## config.mk

```make
export PLATFORM = sky130hd
export DESIGN_NAME = classed_sample_statistics_flat
export DESIGN_NICKNAME = d
export VERILOG_FILES = /design/src/rtl/css_pkg.sv /design/src/rtl/css_chan_if.sv /design/src/rtl/css_ctrl.sv /design/src/rtl/css_dp.sv /design/src/rtl/classed_sample_statistics.sv /design/src/flat_wrapper.sv
export SDC_FILE = /design/constraint.sdc
export NUM_CORES = 2
export LEC_CHECK = 0
export BUFFER_PORTS_ARGS = -buffer_cell sky130_fd_sc_hd__buf_2
export CAP_MARGIN = 10
export CORE_UTILIZATION = 45
export CTS_CLUSTER_SIZE = 24
export DETAILED_ROUTE_END_ITERATION = 16
export PLACE_DENSITY_LB_ADDON = 0.3
export SLEW_MARGIN = 20
export SYNTH_ARGS = -nofsm -noshare
export SYNTH_HDL_FRONTEND = slang
export SYNTH_SLANG_ARGS = --single-unit
```

## constraint.sdc

```tcl
create_clock -name clk -period 6.5 [get_ports clk]
set_clock_uncertainty 0.1 [all_clocks]
set_input_delay 0 -clock clk [delete_from_list [all_inputs] [get_ports clk]]
set_output_delay 0 -clock clk [all_outputs]
set_load 0.01 [all_outputs]
```

## src/rtl/css_pkg.sv

```systemverilog
package css_pkg;

  localparam int SAMPLE_BITS  = 16;
  localparam int COUNT_BITS   = 24;
  localparam int CFG_BITS     = 16;
  localparam int CFG_IDX_BITS = 2;
  localparam int SUM_BITS     = SAMPLE_BITS + COUNT_BITS;
  localparam int TOTAL_BITS   = COUNT_BITS + 2;
  localparam int NUM_BITS     = SUM_BITS + 3;
  localparam int VALUE_BITS   = 25;
  localparam int ID_BITS      = 4;
  localparam int N_CLASS      = 3;
  localparam int N_STATS      = 14;
  localparam int STEP_BITS    = $clog2(NUM_BITS);
  localparam int CMP_BITS     = (SAMPLE_BITS > CFG_BITS) ? SAMPLE_BITS : CFG_BITS;

  typedef logic        [1:0]              req_t;
  typedef logic signed [SAMPLE_BITS-1:0]  sample_t;
  typedef logic        [COUNT_BITS-1:0]   count_t;
  typedef logic signed [VALUE_BITS-1:0]   value_t;
  typedef logic        [ID_BITS-1:0]      stat_id_t;
  typedef logic        [CFG_IDX_BITS-1:0] cfg_idx_t;
  typedef logic signed [CFG_BITS-1:0]     cfg_val_t;

  localparam req_t REQ_ADD    = 2'd0;
  localparam req_t REQ_REPORT = 2'd1;
  localparam req_t REQ_CLEAR  = 2'd2;

  localparam cfg_idx_t CFG_LOW_LIMIT  = 2'd0;
  localparam cfg_idx_t CFG_HIGH_LIMIT = 2'd1;
  localparam cfg_idx_t CFG_BAND_LOW   = 2'd2;
  localparam cfg_idx_t CFG_BAND_HIGH  = 2'd3;

  localparam cfg_val_t LOW_LIMIT_RST  = cfg_val_t'(100);
  localparam cfg_val_t HIGH_LIMIT_RST = cfg_val_t'(300);
  localparam cfg_val_t BAND_LOW_RST   = cfg_val_t'(150);
  localparam cfg_val_t BAND_HIGH_RST  = cfg_val_t'(250);

  localparam count_t CNT_MAX = '1;

  localparam stat_id_t SID_CNT_LOW  = 4'd0;
  localparam stat_id_t SID_CNT_MID  = 4'd1;
  localparam stat_id_t SID_CNT_HIGH = 4'd2;
  localparam stat_id_t SID_MAX_LOW  = 4'd3;
  localparam stat_id_t SID_MAX_MID  = 4'd4;
  localparam stat_id_t SID_MAX_HIGH = 4'd5;
  localparam stat_id_t SID_MIN_LOW  = 4'd6;
  localparam stat_id_t SID_MIN_MID  = 4'd7;
  localparam stat_id_t SID_MIN_HIGH = 4'd8;
  localparam stat_id_t SID_ALL_MAX  = 4'd9;
  localparam stat_id_t SID_ALL_MIN  = 4'd10;
  localparam stat_id_t SID_BAND_CNT = 4'd11;
  localparam stat_id_t SID_MEAN     = 4'd12;
  localparam stat_id_t SID_OVF      = 4'd13;

  typedef enum logic [2:0] {
    S_IDLE,
    S_LOAD,
    S_SCALE,
    S_DIV,
    S_ROUND,
    S_EMIT
  } css_state_t;

  typedef struct packed {
    logic     upd;
    logic     clr;
    logic     div_load;
    logic     div_scale;
    logic     div_step;
    logic     div_round;
    logic     out_load;
    stat_id_t item;
  } css_cmd_t;

endpackage

```

## src/rtl/css_chan_if.sv

```systemverilog
interface css_in_if;
  import css_pkg::*;

  logic    valid;
  logic    ready;
  req_t    req_type;
  sample_t sample;

  modport source (output valid, req_type, sample, input ready);
  modport sink   (input valid, req_type, sample, output ready);
endinterface

interface css_out_if;
  import css_pkg::*;

  logic     valid;
  logic     ready;
  stat_id_t stat_id;
  value_t   stat_value;
  logic     stat_valid;
  logic     last;

  modport source (output valid, stat_id, stat_value, stat_valid, last, input ready);
  modport sink   (input valid, stat_id, stat_value, stat_valid, last, output ready);
endinterface

```

## src/rtl/css_ctrl.sv

```systemverilog
module css_ctrl (
  input  logic              clk,
  input  logic              rst_n,
  input  logic              in_valid,
  input  css_pkg::req_t     in_req,
  output logic              in_ready,
  input  logic              out_ready,
  output logic              out_valid,
  output css_pkg::css_cmd_t cmd
);
  import css_pkg::*;

  css_state_t           state_r, state_nxt;
  logic [STEP_BITS-1:0] step_r, step_nxt;
  logic                 out_valid_r, out_valid_nxt;
  logic                 accept;
  logic                 out_free;

  assign accept   = in_valid && in_ready;
  assign out_free = !out_valid_r || out_ready;

  always_comb begin
    state_nxt = state_r;
    step_nxt  = step_r;
    unique case (state_r)
      S_IDLE: begin
        if (accept && in_req == REQ_REPORT) begin
          state_nxt = S_LOAD;
        end
      end
      S_LOAD: begin
        state_nxt = S_SCALE;
      end
      S_SCALE: begin
        state_nxt = S_DIV;
        step_nxt  = '0;
      end
      S_DIV: begin
        step_nxt = step_r + 1'b1;
        if (step_r == STEP_BITS'(NUM_BITS - 1)) begin
          state_nxt = S_ROUND;
        end
      end
      S_ROUND: begin
        state_nxt = S_EMIT;
        step_nxt  = '0;
      end
      S_EMIT: begin
        if (out_free) begin
          step_nxt = step_r + 1'b1;
          if (step_r == STEP_BITS'(N_STATS - 1)) begin
            state_nxt = S_IDLE;
          end
        end
      end
      default: state_nxt = S_IDLE;
    endcase
  end

  always_comb begin
    in_ready      = 1'b0;
    cmd           = '0;
    cmd.item      = step_r[ID_BITS-1:0];
    unique case (state_r)
      S_IDLE: begin
        in_ready = 1'b1;
        cmd.upd  = in_valid && in_req == REQ_ADD;
        cmd.clr  = in_valid && in_req == REQ_CLEAR;
      end
      S_LOAD:  cmd.div_load  = 1'b1;
      S_SCALE: cmd.div_scale = 1'b1;
      S_DIV:   cmd.div_step  = 1'b1;
      S_ROUND: cmd.div_round = 1'b1;
      S_EMIT:  cmd.out_load  = out_free;
      default: ;
    endcase
    if (cmd.out_load) begin
      out_valid_nxt = 1'b1;
    end else if (out_ready) begin
      out_valid_nxt = 1'b0;
    end else begin
      out_valid_nxt = out_valid_r;
    end
  end

  assign out_valid = out_valid_r;

  always_ff @(posedge clk) begin
    if (!rst_n) begin
      state_r     <= S_IDLE;
      step_r      <= '0;
      out_valid_r <= 1'b0;
    end else begin
      state_r     <= state_nxt;
      step_r      <= step_nxt;
      out_valid_r <= out_valid_nxt;
    end
  end

endmodule

```

## src/rtl/css_dp.sv

```systemverilog
module css_dp (
  input  logic                          clk,
  input  logic                          rst_n,
  input  css_pkg::css_cmd_t             cmd,
  input  css_pkg::sample_t              sample,
  input  logic                          cfg_we,
  input  css_pkg::cfg_idx_t             cfg_index,
  input  logic [css_pkg::CFG_BITS-1:0]  cfg_wdata,
  output css_pkg::stat_id_t             stat_id,
  output css_pkg::value_t               stat_value,
  output logic                          stat_valid,
  output logic                          last
);
  import css_pkg::*;

  // limits
  cfg_val_t low_limit_r, low_limit_nxt;
  cfg_val_t high_limit_r, high_limit_nxt;
  cfg_val_t band_low_r, band_low_nxt;
  cfg_val_t band_high_r, band_high_nxt;

  // statistics
  count_t                      cnt_r [N_CLASS];
  count_t                      cnt_nxt [N_CLASS];
  count_t                      band_cnt_r, band_cnt_nxt;
  sample_t                     cmax_r [N_CLASS];
  sample_t                     cmax_nxt [N_CLASS];
  sample_t                     cmin_r [N_CLASS];
  sample_t                     cmin_nxt [N_CLASS];
  sample_t                     omax_r, omax_nxt;
  sample_t                     omin_r, omin_nxt;
  logic signed [SUM_BITS-1:0]  sum_r, sum_nxt;
  logic                        ovf_r, ovf_nxt;

  // mean divider
  logic                        neg_r, neg_nxt;
  logic [TOTAL_BITS-1:0]       den_r, den_nxt;
  logic [TOTAL_BITS-1:0]       rem_r, rem_nxt;
  logic [NUM_BITS-1:0]         quo_r, quo_nxt;

  // result register
  stat_id_t                    id_r;
  value_t                      value_r;
  logic                        valid_r;
  logic                        last_r;

  logic signed [CMP_BITS-1:0]  sx;
  logic [N_CLASS-1:0]          cls;
  logic [N_CLASS-1:0]          cnt_full;
  logic                        in_band;
  logic                        any_cnt;
  logic                        ovf_mid;
  logic signed [SUM_BITS:0]    sum_try;
  logic                        sum_of;
  logic [SUM_BITS-1:0]         mag;
  logic [TOTAL_BITS:0]         shifted;
  logic [TOTAL_BITS:0]         diff;
  logic                        ge;
  logic [VALUE_BITS-1:0]       mean_mag;
  value_t                      mean_val;
  value_t                      item_val;
  logic                        item_vld;

  assign sx      = CMP_BITS'(sample);
  assign in_band = sx >= CMP_BITS'(band_low_r) && sx <= CMP_BITS'(band_high_r);
  assign any_cnt = cnt_r[0] != '0 || cnt_r[1] != '0 || cnt_r[2] != '0;

  always_comb begin
    cls = '0;
    if (sx < CMP_BITS'(low_limit_r)) begin
      cls[0] = 1'b1;
    end else if (sx <= CMP_BITS'(high_limit_r)) begin
      cls[1] = 1'b1;
    end else begin
      cls[2] = 1'b1;
    end
  end

  always_comb begin
    for (int c = 0; c < N_CLASS; c++) begin
      cnt_full[c] = cnt_r[c] == CNT_MAX;
    end
  end

  assign ovf_mid = ovf_r || (|(cls & cnt_full)) || (in_band && band_cnt_r == CNT_MAX);
  assign sum_try = (SUM_BITS+1)'(sum_r) + (SUM_BITS+1)'(sample);
  assign sum_of  = sum_try[SUM_BITS] != sum_try[SUM_BITS-1];

  always_comb begin
    low_limit_nxt  = low_limit_r;
    high_limit_nxt = high_limit_r;
    band_low_nxt   = band_low_r;
    band_high_nxt  = band_high_r;
    if (cfg_we) begin
      unique case (cfg_index)
        CFG_LOW_LIMIT:  low_limit_nxt  = cfg_wdata;
        CFG_HIGH_LIMIT: high_limit_nxt = cfg_wdata;
        CFG_BAND_LOW:   band_low_nxt   = cfg_wdata;
        CFG_BAND_HIGH:  band_high_nxt  = cfg_wdata;
        default: ;
      endcase
    end
  end

  always_comb begin
    band_cnt_nxt = band_cnt_r;
    omax_nxt     = omax_r;
    omin_nxt     = omin_r;
    sum_nxt      = sum_r;
    ovf_nxt      = ovf_r;
    for (int c = 0; c < N_CLASS; c++) begin
      cnt_nxt[c]  = cnt_r[c];
      cmax_nxt[c] = cmax_r[c];
      cmin_nxt[c] = cmin_r[c];
      if (cmd.upd && cls[c]) begin
        if (!cnt_full[c]) begin
          cnt_nxt[c] = cnt_r[c] + 1'b1;
        end
        if (cnt_r[c] == '0) begin
          cmax_nxt[c] = sample;
          cmin_nxt[c] = sample;
        end else begin
          if (sample > cmax_r[c]) cmax_nxt[c] = sample;
          if (sample < cmin_r[c]) cmin_nxt[c] = sample;
        end
      end
      if (cmd.clr) begin
        cnt_nxt[c] = '0;
      end
    end
    if (cmd.upd) begin
      if (!any_cnt) begin
        omax_nxt = sample;
        omin_nxt = sample;
      end else begin
        if (sample > omax_r) omax_nxt = sample;
        if (sample < omin_r) omin_nxt = sample;
      end
      if (in_band && band_cnt_r != CNT_MAX) begin
        band_cnt_nxt = band_cnt_r + 1'b1;
      end
      // sum freezes once any counter saturated or the sum would leave its width
      ovf_nxt = ovf_mid || sum_of;
      if (!ovf_mid && !sum_of) begin
        sum_nxt = sum_try[SUM_BITS-1:0];
      end
    end
    if (cmd.clr) begin
      band_cnt_nxt = '0;
      sum_nxt      = '0;
      ovf_nxt      = 1'b0;
    end
  end

  // mean = round(10 * |sum| / total), halves away from zero, then signed
  assign mag     = sum_r[SUM_BITS-1] ? (~sum_r + 1'b1) : sum_r;
  assign shifted = {rem_r, quo_r[NUM_BITS-1]};
  assign ge      = shifted >= {1'b0, den_r};
  assign diff    = shifted - {1'b0, den_r};

  always_comb begin
    neg_nxt = neg_r;
    den_nxt = den_r;
    rem_nxt = rem_r;
    quo_nxt = quo_r;
    if (cmd.div_load) begin
      neg_nxt = sum_r[SUM_BITS-1];
      den_nxt = TOTAL_BITS'(cnt_r[0]) + TOTAL_BITS'(cnt_r[1]) + TOTAL_BITS'(cnt_r[2]);
      rem_nxt = '0;
      quo_nxt = NUM_BITS'(mag);
    end
    if (cmd.div_scale) begin
      quo_nxt = (quo_r << 3) + (quo_r << 1);
    end
    if (cmd.div_step) begin
      rem_nxt = ge ? diff[TOTAL_BITS-1:0] : shifted[TOTAL_BITS-1:0];
      quo_nxt = {quo_r[NUM_BITS-2:0], ge};
    end
    if (cmd.div_round && {rem_r, 1'b0} >= {1'b0, den_r}) begin
      quo_nxt = quo_r + NUM_BITS'(1);
    end
  end

  assign mean_mag = VALUE_BITS'(quo_r);
  assign mean_val = neg_r ? -value_t'(mean_mag) : value_t'(mean_mag);

  always_comb begin
    item_val = '0;
    item_vld = 1'b1;
    unique case (cmd.item)
      SID_CNT_LOW:  item_val = VALUE_BITS'(cnt_r[0]);
      SID_CNT_MID:  item_val = VALUE_BITS'(cnt_r[1]);
      SID_CNT_HIGH: item_val = VALUE_BITS'(cnt_r[2]);
      SID_MAX_LOW: begin
        item_val = VALUE_BITS'(cmax_r[0]);
        item_vld = cnt_r[0] != '0;
      end
      SID_MAX_MID: begin
        item_val = VALUE_BITS'(cmax_r[1]);
        item_vld = cnt_r[1] != '0;
      end
      SID_MAX_HIGH: begin
        item_val = VALUE_BITS'(cmax_r[2]);
        item_vld = cnt_r[2] != '0;
      end
      SID_MIN_LOW: begin
        item_val = VALUE_BITS'(cmin_r[0]);
        item_vld = cnt_r[0] != '0;
      end
      SID_MIN_MID: begin
        item_val = VALUE_BITS'(cmin_r[1]);
        item_vld = cnt_r[1] != '0;
      end
      SID_MIN_HIGH: begin
        item_val = VALUE_BITS'(cmin_r[2]);
        item_vld = cnt_r[2] != '0;
      end
      SID_ALL_MAX: begin
        item_val = VALUE_BITS'(omax_r);
        item_vld = any_cnt;
      end
      SID_ALL_MIN: begin
        item_val = VALUE_BITS'(omin_r);
        item_vld = any_cnt;
      end
      SID_BAND_CNT: item_val = VALUE_BITS'(band_cnt_r);
      SID_MEAN: begin
        item_val = mean_val;
        item_vld = any_cnt;
      end
      SID_OVF:      item_val = VALUE_BITS'(ovf_r);
      default:      item_vld = 1'b0;
    endcase
  end

  always_ff @(posedge clk) begin
    if (!rst_n) begin
      low_limit_r  <= LOW_LIMIT_RST;
      high_limit_r <= HIGH_LIMIT_RST;
      band_low_r   <= BAND_LOW_RST;
      band_high_r  <= BAND_HIGH_RST;
      band_cnt_r   <= '0;
      sum_r        <= '0;
      ovf_r        <= 1'b0;
      for (int c = 0; c < N_CLASS; c++) begin
        cnt_r[c] <= '0;
      end
    end else begin
      low_limit_r  <= low_limit_nxt;
      high_limit_r <= high_limit_nxt;
      band_low_r   <= band_low_nxt;
      band_high_r  <= band_high_nxt;
      band_cnt_r   <= band_cnt_nxt;
      sum_r        <= sum_nxt;
      ovf_r        <= ovf_nxt;
      for (int c = 0; c < N_CLASS; c++) begin
        cnt_r[c] <= cnt_nxt[c];
      end
    end
  end

  always_ff @(posedge clk) begin
    for (int c = 0; c < N_CLASS; c++) begin
      cmax_r[c] <= cmax_nxt[c];
      cmin_r[c] <= cmin_nxt[c];
    end
    omax_r <= omax_nxt;
    omin_r <= omin_nxt;
    neg_r  <= neg_nxt;
    den_r  <= den_nxt;
    rem_r  <= rem_nxt;
    quo_r  <= quo_nxt;
    if (cmd.out_load) begin
      id_r    <= cmd.item;
      value_r <= item_vld ? item_val : '0;
      valid_r <= item_vld;
      last_r  <= cmd.item == SID_OVF;
    end
  end

  assign stat_id    = id_r;
  assign stat_value = value_r;
  assign stat_valid = valid_r;
  assign last       = last_r;

endmodule

```

## src/rtl/classed_sample_statistics.sv

```systemverilog
// channel  dir  payload                                    handshake
// in_ch    in   req_type[1:0], sample[15:0] signed         valid/ready
// out_ch   out  stat_id[3:0], stat_value[24:0] signed,     valid/ready
//               stat_valid, last
// cfg_*    in   cfg_index[1:0], cfg_wdata[15:0]            cfg_we, no wait
//
// Add-sample and clear beats are taken without leaving idle; input is ready every cycle while idle.
// A report runs the bit-serial mean divider through load, scale, 43 divide steps and round
// (one quotient bit per cycle), then emits 14 output beats, one per cycle without backpressure.
// Input is stalled from the report beat until the last result is in the output register.
// rst_n (synchronous) clears the counters, sum and overflow flag and reloads the default limits.
module classed_sample_statistics (
  input  logic                         clk,
  input  logic                         rst_n,
  css_in_if.sink                       in_ch,
  css_out_if.source                    out_ch,
  input  logic                         cfg_we,
  input  css_pkg::cfg_idx_t            cfg_index,
  input  logic [css_pkg::CFG_BITS-1:0] cfg_wdata
);
  import css_pkg::*;

  css_cmd_t cmd;

  css_ctrl u_ctrl (
    .clk       (clk),
    .rst_n     (rst_n),
    .in_valid  (in_ch.valid),
    .in_req    (in_ch.req_type),
    .in_ready  (in_ch.ready),
    .out_ready (out_ch.ready),
    .out_valid (out_ch.valid),
    .cmd       (cmd)
  );

  css_dp u_dp (
    .clk        (clk),
    .rst_n      (rst_n),
    .cmd        (cmd),
    .sample     (in_ch.sample),
    .cfg_we     (cfg_we),
    .cfg_index  (cfg_index),
    .cfg_wdata  (cfg_wdata),
    .stat_id    (out_ch.stat_id),
    .stat_value (out_ch.stat_value),
    .stat_valid (out_ch.stat_valid),
    .last       (out_ch.last)
  );

  a_report_stalls_input: assert property (@(posedge clk) disable iff (!rst_n)
    in_ch.valid && in_ch.ready && in_ch.req_type == REQ_REPORT |=> !in_ch.ready)
    else $error("input still ready after report beat");

  a_last_is_overflow: assert property (@(posedge clk) disable iff (!rst_n)
    out_ch.valid && out_ch.last |-> out_ch.stat_id == SID_OVF)
    else $error("last beat is not the overflow item");

  a_emit_blocks_input: assert property (@(posedge clk) disable iff (!rst_n)
    out_ch.valid && !out_ch.last |-> !in_ch.ready)
    else $error("input ready while a report is still being emitted");

  a_gap_after_last: assert property (@(posedge clk) disable iff (!rst_n)
    out_ch.valid && out_ch.ready && out_ch.last |=> !out_ch.valid)
    else $error("result beat right after the end of a report");

endmodule

```

## src/flat_wrapper.sv

```systemverilog
// flat-port wrapper written by rule: the top's interface ports become plain ports
module classed_sample_statistics_flat import css_pkg::*;
  (clk, rst_n, cfg_we, cfg_index, cfg_wdata, in_ch_valid, in_ch_req_type, in_ch_sample, in_ch_ready, out_ch_valid, out_ch_stat_id, out_ch_stat_value, out_ch_stat_valid, out_ch_last, out_ch_ready);
  css_in_if in_ch_i ();
  css_out_if out_ch_i ();
  input  logic clk;
  input  logic rst_n;
  input  logic cfg_we;
  input  css_pkg::cfg_idx_t cfg_index;
  input  logic [css_pkg::CFG_BITS-1:0] cfg_wdata;
  input wire logic [$bits(in_ch_i.valid)-1:0] in_ch_valid;
  input wire logic [$bits(in_ch_i.req_type)-1:0] in_ch_req_type;
  input wire logic [$bits(in_ch_i.sample)-1:0] in_ch_sample;
  output wire logic [$bits(in_ch_i.ready)-1:0] in_ch_ready;
  output wire logic [$bits(out_ch_i.valid)-1:0] out_ch_valid;
  output wire logic [$bits(out_ch_i.stat_id)-1:0] out_ch_stat_id;
  output wire logic [$bits(out_ch_i.stat_value)-1:0] out_ch_stat_value;
  output wire logic [$bits(out_ch_i.stat_valid)-1:0] out_ch_stat_valid;
  output wire logic [$bits(out_ch_i.last)-1:0] out_ch_last;
  input wire logic [$bits(out_ch_i.ready)-1:0] out_ch_ready;
  assign in_ch_i.valid = in_ch_valid;
  assign in_ch_i.req_type = in_ch_req_type;
  assign in_ch_i.sample = in_ch_sample;
  assign in_ch_ready = in_ch_i.ready;
  assign out_ch_valid = out_ch_i.valid;
  assign out_ch_stat_id = out_ch_i.stat_id;
  assign out_ch_stat_value = out_ch_i.stat_value;
  assign out_ch_stat_valid = out_ch_i.stat_valid;
  assign out_ch_last = out_ch_i.last;
  assign out_ch_i.ready = out_ch_ready;
  classed_sample_statistics u_core (.clk(clk), .rst_n(rst_n), .in_ch(in_ch_i), .out_ch(out_ch_i), .cfg_we(cfg_we), .cfg_index(cfg_index), .cfg_wdata(cfg_wdata));
endmodule
```

## Yosys cells after proc, flatten, opt, wreduce, memory -nomap -nowiden

Memory sizes are Yosys's and may differ from the RTL's.
Index checks and enable logic that the tools add are counted.

| operators by class | value |
|---|---|
| equality and inequality tests | 37 |
| reductions and logical operators | 53 |
| add/sub/neg operators | 13 |
| bitwise logic cells | 6 |
| mux-type cells | 67 |
| magnitude comparators | 14 |

Operators with widths:

| cell | number |
|---|---|
| 2-to-1 mux 16 bit | 22 |
| one-hot mux 25 bit (14 select lines) | 1 |
| 2-to-1 mux 24 bit | 12 |
| 2-to-1 mux 43 bit | 4 |
| adder 24 x 1 -> 24 bit, second input constant | 4 |
| == test 24 bit, second input constant | 4 |
| < comparator 16 bit | 5 |
| 2-to-1 mux 26 bit | 3 |
| logical NOT 24 bit | 3 |
| nonzero test 24 bit | 3 |
| > comparator 16 bit | 4 |
| >= comparator 27 x 26 -> 1 bit | 2 |
| adder 43 x 1 -> 43 bit, second input constant | 1 |
| adder 43 bit | 1 |
| adder 40 x 16 -> 41 bit | 1 |
| adder 40 x 1 -> 40 bit, second input constant | 1 |
| 2-to-1 mux 40 bit | 1 |
| NOT 40 bit | 1 |
| <= comparator 16 bit | 2 |
| adder 25 x 24 -> 26 bit | 1 |
| subtractor 26 bit | 1 |
| adder 24 x 24 -> 25 bit | 1 |
| 2-to-1 mux 25 bit | 1 |
| negator 25 bit | 1 |
| 41 further kinds | 110 |

| word-level totals | value |
|---|---|
| input port bits | 41 |
| output and inout port bits | 33 |
| RAM bits | 168 |
| register bits after elaboration | 298 |
| logic and storage cells | 213 |
| memories kept | 3 |

Memories:

| name | words | width | read ports | clocked after memory_dff | write ports | RTL line | text |
|---|---|---|---|---|---|---|---|
| u_core.u_dp.cnt_r | 3 | 24 | 3 | 0 | 3 | css_dp.sv:23 | `count_t cnt_r [N_CLASS];` |
| u_core.u_dp.cmax_r | 3 | 16 | 3 | 0 | 3 | css_dp.sv:26 | `sample_t cmax_r [N_CLASS];` |
| u_core.u_dp.cmin_r | 3 | 16 | 3 | 0 | 3 | css_dp.sv:28 | `sample_t cmin_r [N_CLASS];` |

## Depth between registers and ports, before layout

| depth | value |
|---|---|
| word-level depth | 10 |
| gate-level depth with buffers | 17 |
| gate-level depth less buffers | 17 |

## Hierarchy

Synthesis repeated with hierarchy kept, for this count alone.

| second synthesis, totals | value |
|---|---|
| cell total of the unflattened synthesis | 3706 |
| area, all modules | 33440.8 um^2 |

Modules (own cells, without submodules):

| module | area an instance (um^2) | cells an instance | sequential area each (um^2) | times used |
|---|---|---|---|---|
| css_dp | 32693.9 | 3619 | 11681.2 | 1 |
| css_ctrl | 747.0 | 87 | 200.2 | 1 |

## Worst setup path after synthesis

No wires, ideal clock.

| path | value |
|---|---|
| kind | flip-flop to flip-flop |
| start point | register u_core.u_dp.rem_r[13] |
| end point | register u_core.u_dp.quo_r[0] (enable) |
| cell stages (with the launch flop) | 11 |
| path slack | 1815 ps |
| period minus slack after synthesis | 4685 ps |
| library setup time | 790 ps |
| path buffers | 1 |
| data required time | 5610 ps |
| arrival time | 3795 ps |
| cell sequence | edfxtp_1 > ha_1 > a21oi_1 > o21ai_0 > a21boi_0 > o21bai_1 > a31o_2 > a211oi_1 > a21o_1 > clkbuf_1 > o21ai_0 |

| between the ends | value |
|---|---|
| word-level cells in the longest chain between the ends | 3 |

RTL lines:

| element | RTL line | text |
|---|---|---|
| start: declaration | css_dp.sv:38 | `logic [TOTAL_BITS-1:0] rem_r, rem_nxt;` |
| start signal: assignment | css_dp.sv:271 | `rem_r <= rem_nxt;` |
| >= comparator 27 x 26 -> 1 bit | css_dp.sv:179 | `if (cmd.div_round && {rem_r, 1'b0} >= {1'b0, den_r}) begin` |
| logical AND 1 bit | css_dp.sv:179 |  |
| nonzero test 4 bit (no source line) | -- |  |
| end signal: assignment | css_dp.sv:272 | `quo_r <= quo_nxt;` |
| end: declaration | css_dp.sv:39 | `logic [NUM_BITS-1:0] quo_r, quo_nxt;` |

No other way between the ends.
A chain may end at the register's enable or synchronous reset.

## Worst setup path in the final report

| path | value |
|---|---|
| start point | input port in_ch_sample[15] |
| end point | register u_core.u_dp.sum_r[26] |

| between the ends | value |
|---|---|
| word-level cells in the longest chain between the ends | 10 |
| elaborated cells between the ends (all ways) | 20 |
| those cells by class | add/sub (1); order compare (4); eq/ne (1); mux (4); bitwise (1); reduce/logical (9) |

RTL lines:

| element | RTL line | text |
|---|---|---|
| start: declaration | flat_wrapper.sv:13 | `input wire logic [$bits(in_ch_i.sample)-1:0] in_ch_sample;` |
| <= comparator 16 bit | css_dp.sv:72 | `end else if (sx <= CMP_BITS'(high_limit_r)) begin` |
| 2-to-1 mux 1 bit | css_dp.sv:72 |  |
| 2-to-1 mux 2 bit | css_dp.sv:70 | `if (sx < CMP_BITS'(low_limit_r)) begin` |
| bitwise AND 3 bit | css_dp.sv:85 | `assign ovf_mid = ovf_r \|\| (\|(cls & cnt_full)) \|\| (in_band && band_cnt_r == CNT_MAX);` |
| OR reduction 3 bit | css_dp.sv:85 |  |
| logical OR 1 bit (2 in a row) | css_dp.sv:85 |  |
| logical NOT 1 bit | css_dp.sv:144 | `if (!ovf_mid && !sum_of) begin` |
| logical AND 1 bit | css_dp.sv:144 |  |
| AND reduction 2 bit (no source line) | -- |  |
| end signal: assignment | css_dp.sv:254 | `sum_r <= sum_nxt;` |
| end: declaration | css_dp.sv:32 | `logic signed [SUM_BITS-1:0] sum_r, sum_nxt;` |

Parallel ways exist; a longest one is shown, timed or not.

==> reports/qor.json <==
{
  "timing_worst_setup_path_type": "primary input to flip-flop",
  "ctsRootBufferMaster": "sky130_fd_sc_hd__clkbuf_16",
  "drt-pass1-iter-count": 12,
  "boundaryPins": 74,
  "avgViaCountPerCell": 5.941,
  "wl_per_cell_um": 20.55,
  "global_route_wire_length_before_repair_mm": 151.5,
  "synth.largest_area_cell": "sky130_fd_sc_hd__edfxtp_1",
  "die_area_um2": 75350,
  "initial_antenna_violation_count": 0,
  "total_core_area_um2": 73210,
  "port-buffer-count": 73,
  "synth.yosys.warnings": 0,
  "place.detailed.instances": 4619,
  "type_of_the_worst_min_delay_path": "primary input to flip-flop",
  "starting_density_pct": 45.65,
  "worstMarginPinSlew_ns": 1.080,
  "path_delay_family": "buffers and inverters",
  "cp_cell_sequence": "dlygate4sd3_1 > buf_2 > buf_4 > ha_1 > a211oi_1 > o21ai_0 > a2111oi_0 > a21oi_1 > a31oi_1 > a21oi_1 > xnor2_1 > nor3_4 > buf_4 > mux2i_1 > nor2_1",
  "worst_ir_drop_vdd_mv": 0.2446,
  "post_synth_inst_count": 3706,
  "slew_viol_final": 0,
  "maximum_clock_path_buffer_count": 3,
  "area.growth.synth_to_final_pct": 10.88,
  "gr-usage-met2_pct": 39.18,
  "worstSetupStartpoint": "in_ch_sample[15]",
  "setup-tns-final_ns": 0,
  "clk-insertion-delay-late_ns": 0.64,
  "r2r.worst_path.cells": 10,
  "post-route-period-util_pct": 68.64,
  "violations_in_the_final_reports": "design-rule violations",
  "number_of_global_route_vias_before_repair": 26546,
  "final_net_count": 4161,
  "dr_total_vias": 28311,
  "critPathCaptureType": "flip-flop",
  "synth_compound_area_share_pct": 19.11,
  "synthSimpleGateAreaFrac_pct": 16.95,
  "wirelength_mm": 97.92,
  "hold_viol_final": 0,
  "tritoncts": "yes",
  "critical_path_peak_fanout": 45,
  "cts_setup_buffers": 0,
  "placer_congestion": 0.9176,
  "synth-adder-area-share_pct": 14.00,
  "synth_top_family_by_area": "compound AO/OA/AOI/OAI gates",
  "r2r_setup_slk_ns": 2.17,
  "final_design_area_no_fill_um2": 37050,
  "post-route-min-period_ns": 4.461,
  "use_met3_pct": 3.722,
  "ys_async_sr_fraction_pct": 0,
  "fmax_mhz": 224.1,
  "netlist.area_leader.share_pct": 22.91,
  "post_synthesis_xor_xnor_area_fraction_pct": 7.417,
  "worstReg2RegEnd": "u_core.u_dp.cnt_r[0][39]",
  "cpPeakStageDelay_ns": 0.60,
  "grt_most_used_layer": "met2",
  "drc": 4,
  "pwr_density_cell_nw_per_um2": 285.3,
  "num_clock_sinks": 466,
  "dpl.hpwl_mm": 70.57,
  "chipHeight_um": 274.5,
  "crit_path_start_kind": "primary input",
  "critical_path_depth": 15,
  "placed_area_um2": 34690,
  "cp.required_ns": 6.85,
  "die_width_um": 274.5,
  "gr-usage-met1_pct": 37.48,
  "final_core_util_pct": 50.62,
  "post_route_cells_drive_above_1_share_pct": 6.569,
  "crit_path_end": "u_core.u_dp.sum_r[26]",
  "path_buf_inv": 4,
  "critical_path_arrival_ns": 4.81,
  "worst_r2r_startpoint": "u_core.u_ctrl.state_r[0]",
  "rsz0062_at_grt": "false",
  "slowest_stage": "sky130_fd_sc_hd__buf_4",
  "grt.total_usage_pct": 25.65,
  "timing.max_cap.violations": 0,
  "detail_route.iter0.violations": 2663,
  "leakagePower_nw": 15.05,
  "register_area_share_after_synthesis_pct": 35.55,
  "global_route.overflow_total": 0,
  "cts.clk_slew.worst_paths_ns": 0.06,
  "status": "complete, but fails checks",
  "floorplan.rows": 99,
  "slew_headroom_pct": 27.84,
  "setup_viol": 0,
  "muxShareOfSynthArea_pct": 1.958,
  "ant_nets": 0,
  "ys_top_cells_by_area": "sky130_fd_sc_hd__edfxtp_1 (23%), sky130_fd_sc_hd__dfxtp_1 (13%), sky130_fd_sc_hd__ha_1 (12%)",
  "synth.ff_latch_count": 466,
  "htreeDepth": 2,
  "num_antenna_cells": 0,
  "synthesis.nets": 4104,
  "synthDistinctLibCells": 93,
  "numCtsBuffers": 55,
  "whs_ns": 0.08636,
  "synth_edf_count": 255,
  "grt_max_degree": 81,
  "synthesis.area_per_instance_um2": 9.017,
  "cell_area_synth_um2": 33420,
  "instances_no_fill": 4765,
  "synth_flop_type": "sky130_fd_sc_hd__edfxtp_1"
}
==> where the power goes <==
part | switching (mW) | internal [mW]
clock | 1.34 | 1.94
combinational | 2.09 | 1.43
sequential | 0.358 | 3.42
total | 3.79 | 6.78
==> metal layers <==
layer | share of wire [%] | routed length (um)
met5 | 0 | 0
met4 | 2.5 | 2490
met3 | 8.3 | 8108
met2 | 43 | 42090
met1 | 46 | 45230
==> through the flow <==
stage          power (mW)  worst slack [ns]
2_1_floorplan       6.376             1.815
3_3_place_gp        7.228             2.230
3_5_place_dp        7.256             2.089
4_1_cts             10.56             2.149
5_1_grt             11.13             1.769
6_report            10.57             2.039
==> how the worst min path moves through the flow <==
stage / from / to / slack (ns) / cells after the start
after floorplan: in_ch_sample[0] / u_core.u_dp.cmax_r[0][0] / -0.001 / 0
after global placement: cfg_wdata[1] / u_core.u_dp.high_limit_r[1] / 0.21 / 3
after detailed placement: cfg_wdata[1] / u_core.u_dp.band_low_r[1] / 0.20 / 3
after CTS: in_ch_req_type[1] / u_core.u_dp.sum_r[33] / 0.04 / 5
after global routing: in_ch_req_type[1] / u_core.u_dp.cnt_r[0][67] / 0.1 / 4
final: in_ch_req_type[1] / u_core.u_dp.sum_r[33] / 0.09 / 5
==> final cells by class <==
class	count	area, um^2
clock buffers	72	1565
clock inverters	28	332.8
fillers	6808	36150
inverters	281	1055
multi-input cells	2809	19960
flip-flops and latches	466	11880
well taps	959	1200
repair buffers	150	1059
==> flip-flops by register name (all words and copies together), names as in the netlist, 3 cells and up <==
register,count
u_core.u_dp.rem_r,26
u_core.u_dp.stat_value,25
u_core.u_dp.high_limit_r,16
u_core.u_dp.omax_r,16
u_core.u_ctrl.step_r,6
u_core.u_dp.omin_r,16
u_core.u_dp.sum_r,40
u_core.u_dp.band_low_r,16
u_core.u_dp.den_r,26
u_core.u_dp.cnt_r,72
u_core.u_dp.quo_r,43
u_core.u_ctrl.state_r,3
u_core.u_dp.cmin_r,48
u_core.u_dp.band_high_r,16
u_core.u_dp.cmax_r,48
u_core.u_dp.low_limit_r,16
u_core.u_dp.band_cnt_r,24
u_core.u_dp.stat_id,4
==> worst register-to-register path: stages, from the launching register on <==
cell and delay [ns]:
sky130_fd_sc_hd__dfxtp_1 0.30, sky130_fd_sc_hd__buf_4 0.22, sky130_fd_sc_hd__nor3_1 0.56, sky130_fd_sc_hd__and3b_1 0.42
sky130_fd_sc_hd__nand2b_1 0.34, sky130_fd_sc_hd__a211oi_1 0.87, sky130_fd_sc_hd__nor2b_1 0.51, sky130_fd_sc_hd__and4_1 0.46
sky130_fd_sc_hd__and3_1 0.22, sky130_fd_sc_hd__xnor2_1 0.11, sky130_fd_sc_hd__nor2_1 0.05
==> cells in the final DEF, fill, tap and decap left out, types with 36 or more instances in the layout <==
cell                            count
sky130_fd_sc_hd__dlygate4sd3_1     46
sky130_fd_sc_hd__dfxtp_1          211
sky130_fd_sc_hd__nand2_1          317
sky130_fd_sc_hd__clkbuf_16         59
sky130_fd_sc_hd__and3_1            48
sky130_fd_sc_hd__buf_2             73
sky130_fd_sc_hd__o21ai_0          142
sky130_fd_sc_hd__edfxtp_1         255
sky130_fd_sc_hd__a21o_1            93
sky130_fd_sc_hd__inv_1            281
sky130_fd_sc_hd__a21boi_0          54
sky130_fd_sc_hd__xor2_1           112
sky130_fd_sc_hd__a22oi_1           36
sky130_fd_sc_hd__o21a_1            36
sky130_fd_sc_hd__nand2b_1          36
sky130_fd_sc_hd__nand4_1           62
sky130_fd_sc_hd__nor2b_1           48
sky130_fd_sc_hd__ha_1             329
sky130_fd_sc_hd__a22o_1            40
sky130_fd_sc_hd__nor3_1            40
sky130_fd_sc_hd__a211oi_1          56
sky130_fd_sc_hd__xnor2_1          171
sky130_fd_sc_hd__a221oi_1          58
sky130_fd_sc_hd__mux2i_1           62
sky130_fd_sc_hd__a21oi_1          235
sky130_fd_sc_hd__nand3_1          100
sky130_fd_sc_hd__nor2_1           313
==> cell families after synthesis <==
group           count (synthesis)
fa+ha+maj                     357
flops                         466
simple gates                 1150
buf+inv                       431
xor+xnor                      283
mux                            65
compound gates                954
==> cell usage after synthesis, types with 34 or more instances <==
cell type and count:
sky130_fd_sc_hd__a22oi_1 36, sky130_fd_sc_hd__a21boi_0 54, sky130_fd_sc_hd__nor2b_1 50, sky130_fd_sc_hd__o211ai_1 34, sky130_fd_sc_hd__xnor2_1 171, sky130_fd_sc_hd__a22o_1 40, sky130_fd_sc_hd__inv_1 281, sky130_fd_sc_hd__edfxtp_1 255
sky130_fd_sc_hd__xor2_1 112, sky130_fd_sc_hd__dfxtp_1 211, sky130_fd_sc_hd__clkbuf_1 125, sky130_fd_sc_hd__a21o_1 93, sky130_fd_sc_hd__and2_1 35, sky130_fd_sc_hd__o21ai_0 143, sky130_fd_sc_hd__ha_1 329, sky130_fd_sc_hd__o21a_1 36
sky130_fd_sc_hd__nand2b_1 36, sky130_fd_sc_hd__mux2i_1 62, sky130_fd_sc_hd__a221oi_1 58, sky130_fd_sc_hd__nor2_1 315, sky130_fd_sc_hd__nand4_1 62, sky130_fd_sc_hd__nand2_1 319, sky130_fd_sc_hd__a21oi_1 238, sky130_fd_sc_hd__nand3_1 100
sky130_fd_sc_hd__nor3_1 40, sky130_fd_sc_hd__and3_1 48, sky130_fd_sc_hd__a211oi_1 56
==> timing repair <==
action | CTS | global route
resized for setup | 0 | 0
hold buffers | 46 | 0
endpoints found under the hold margin | 200 | 0
(Power assumes the default switching activity.)
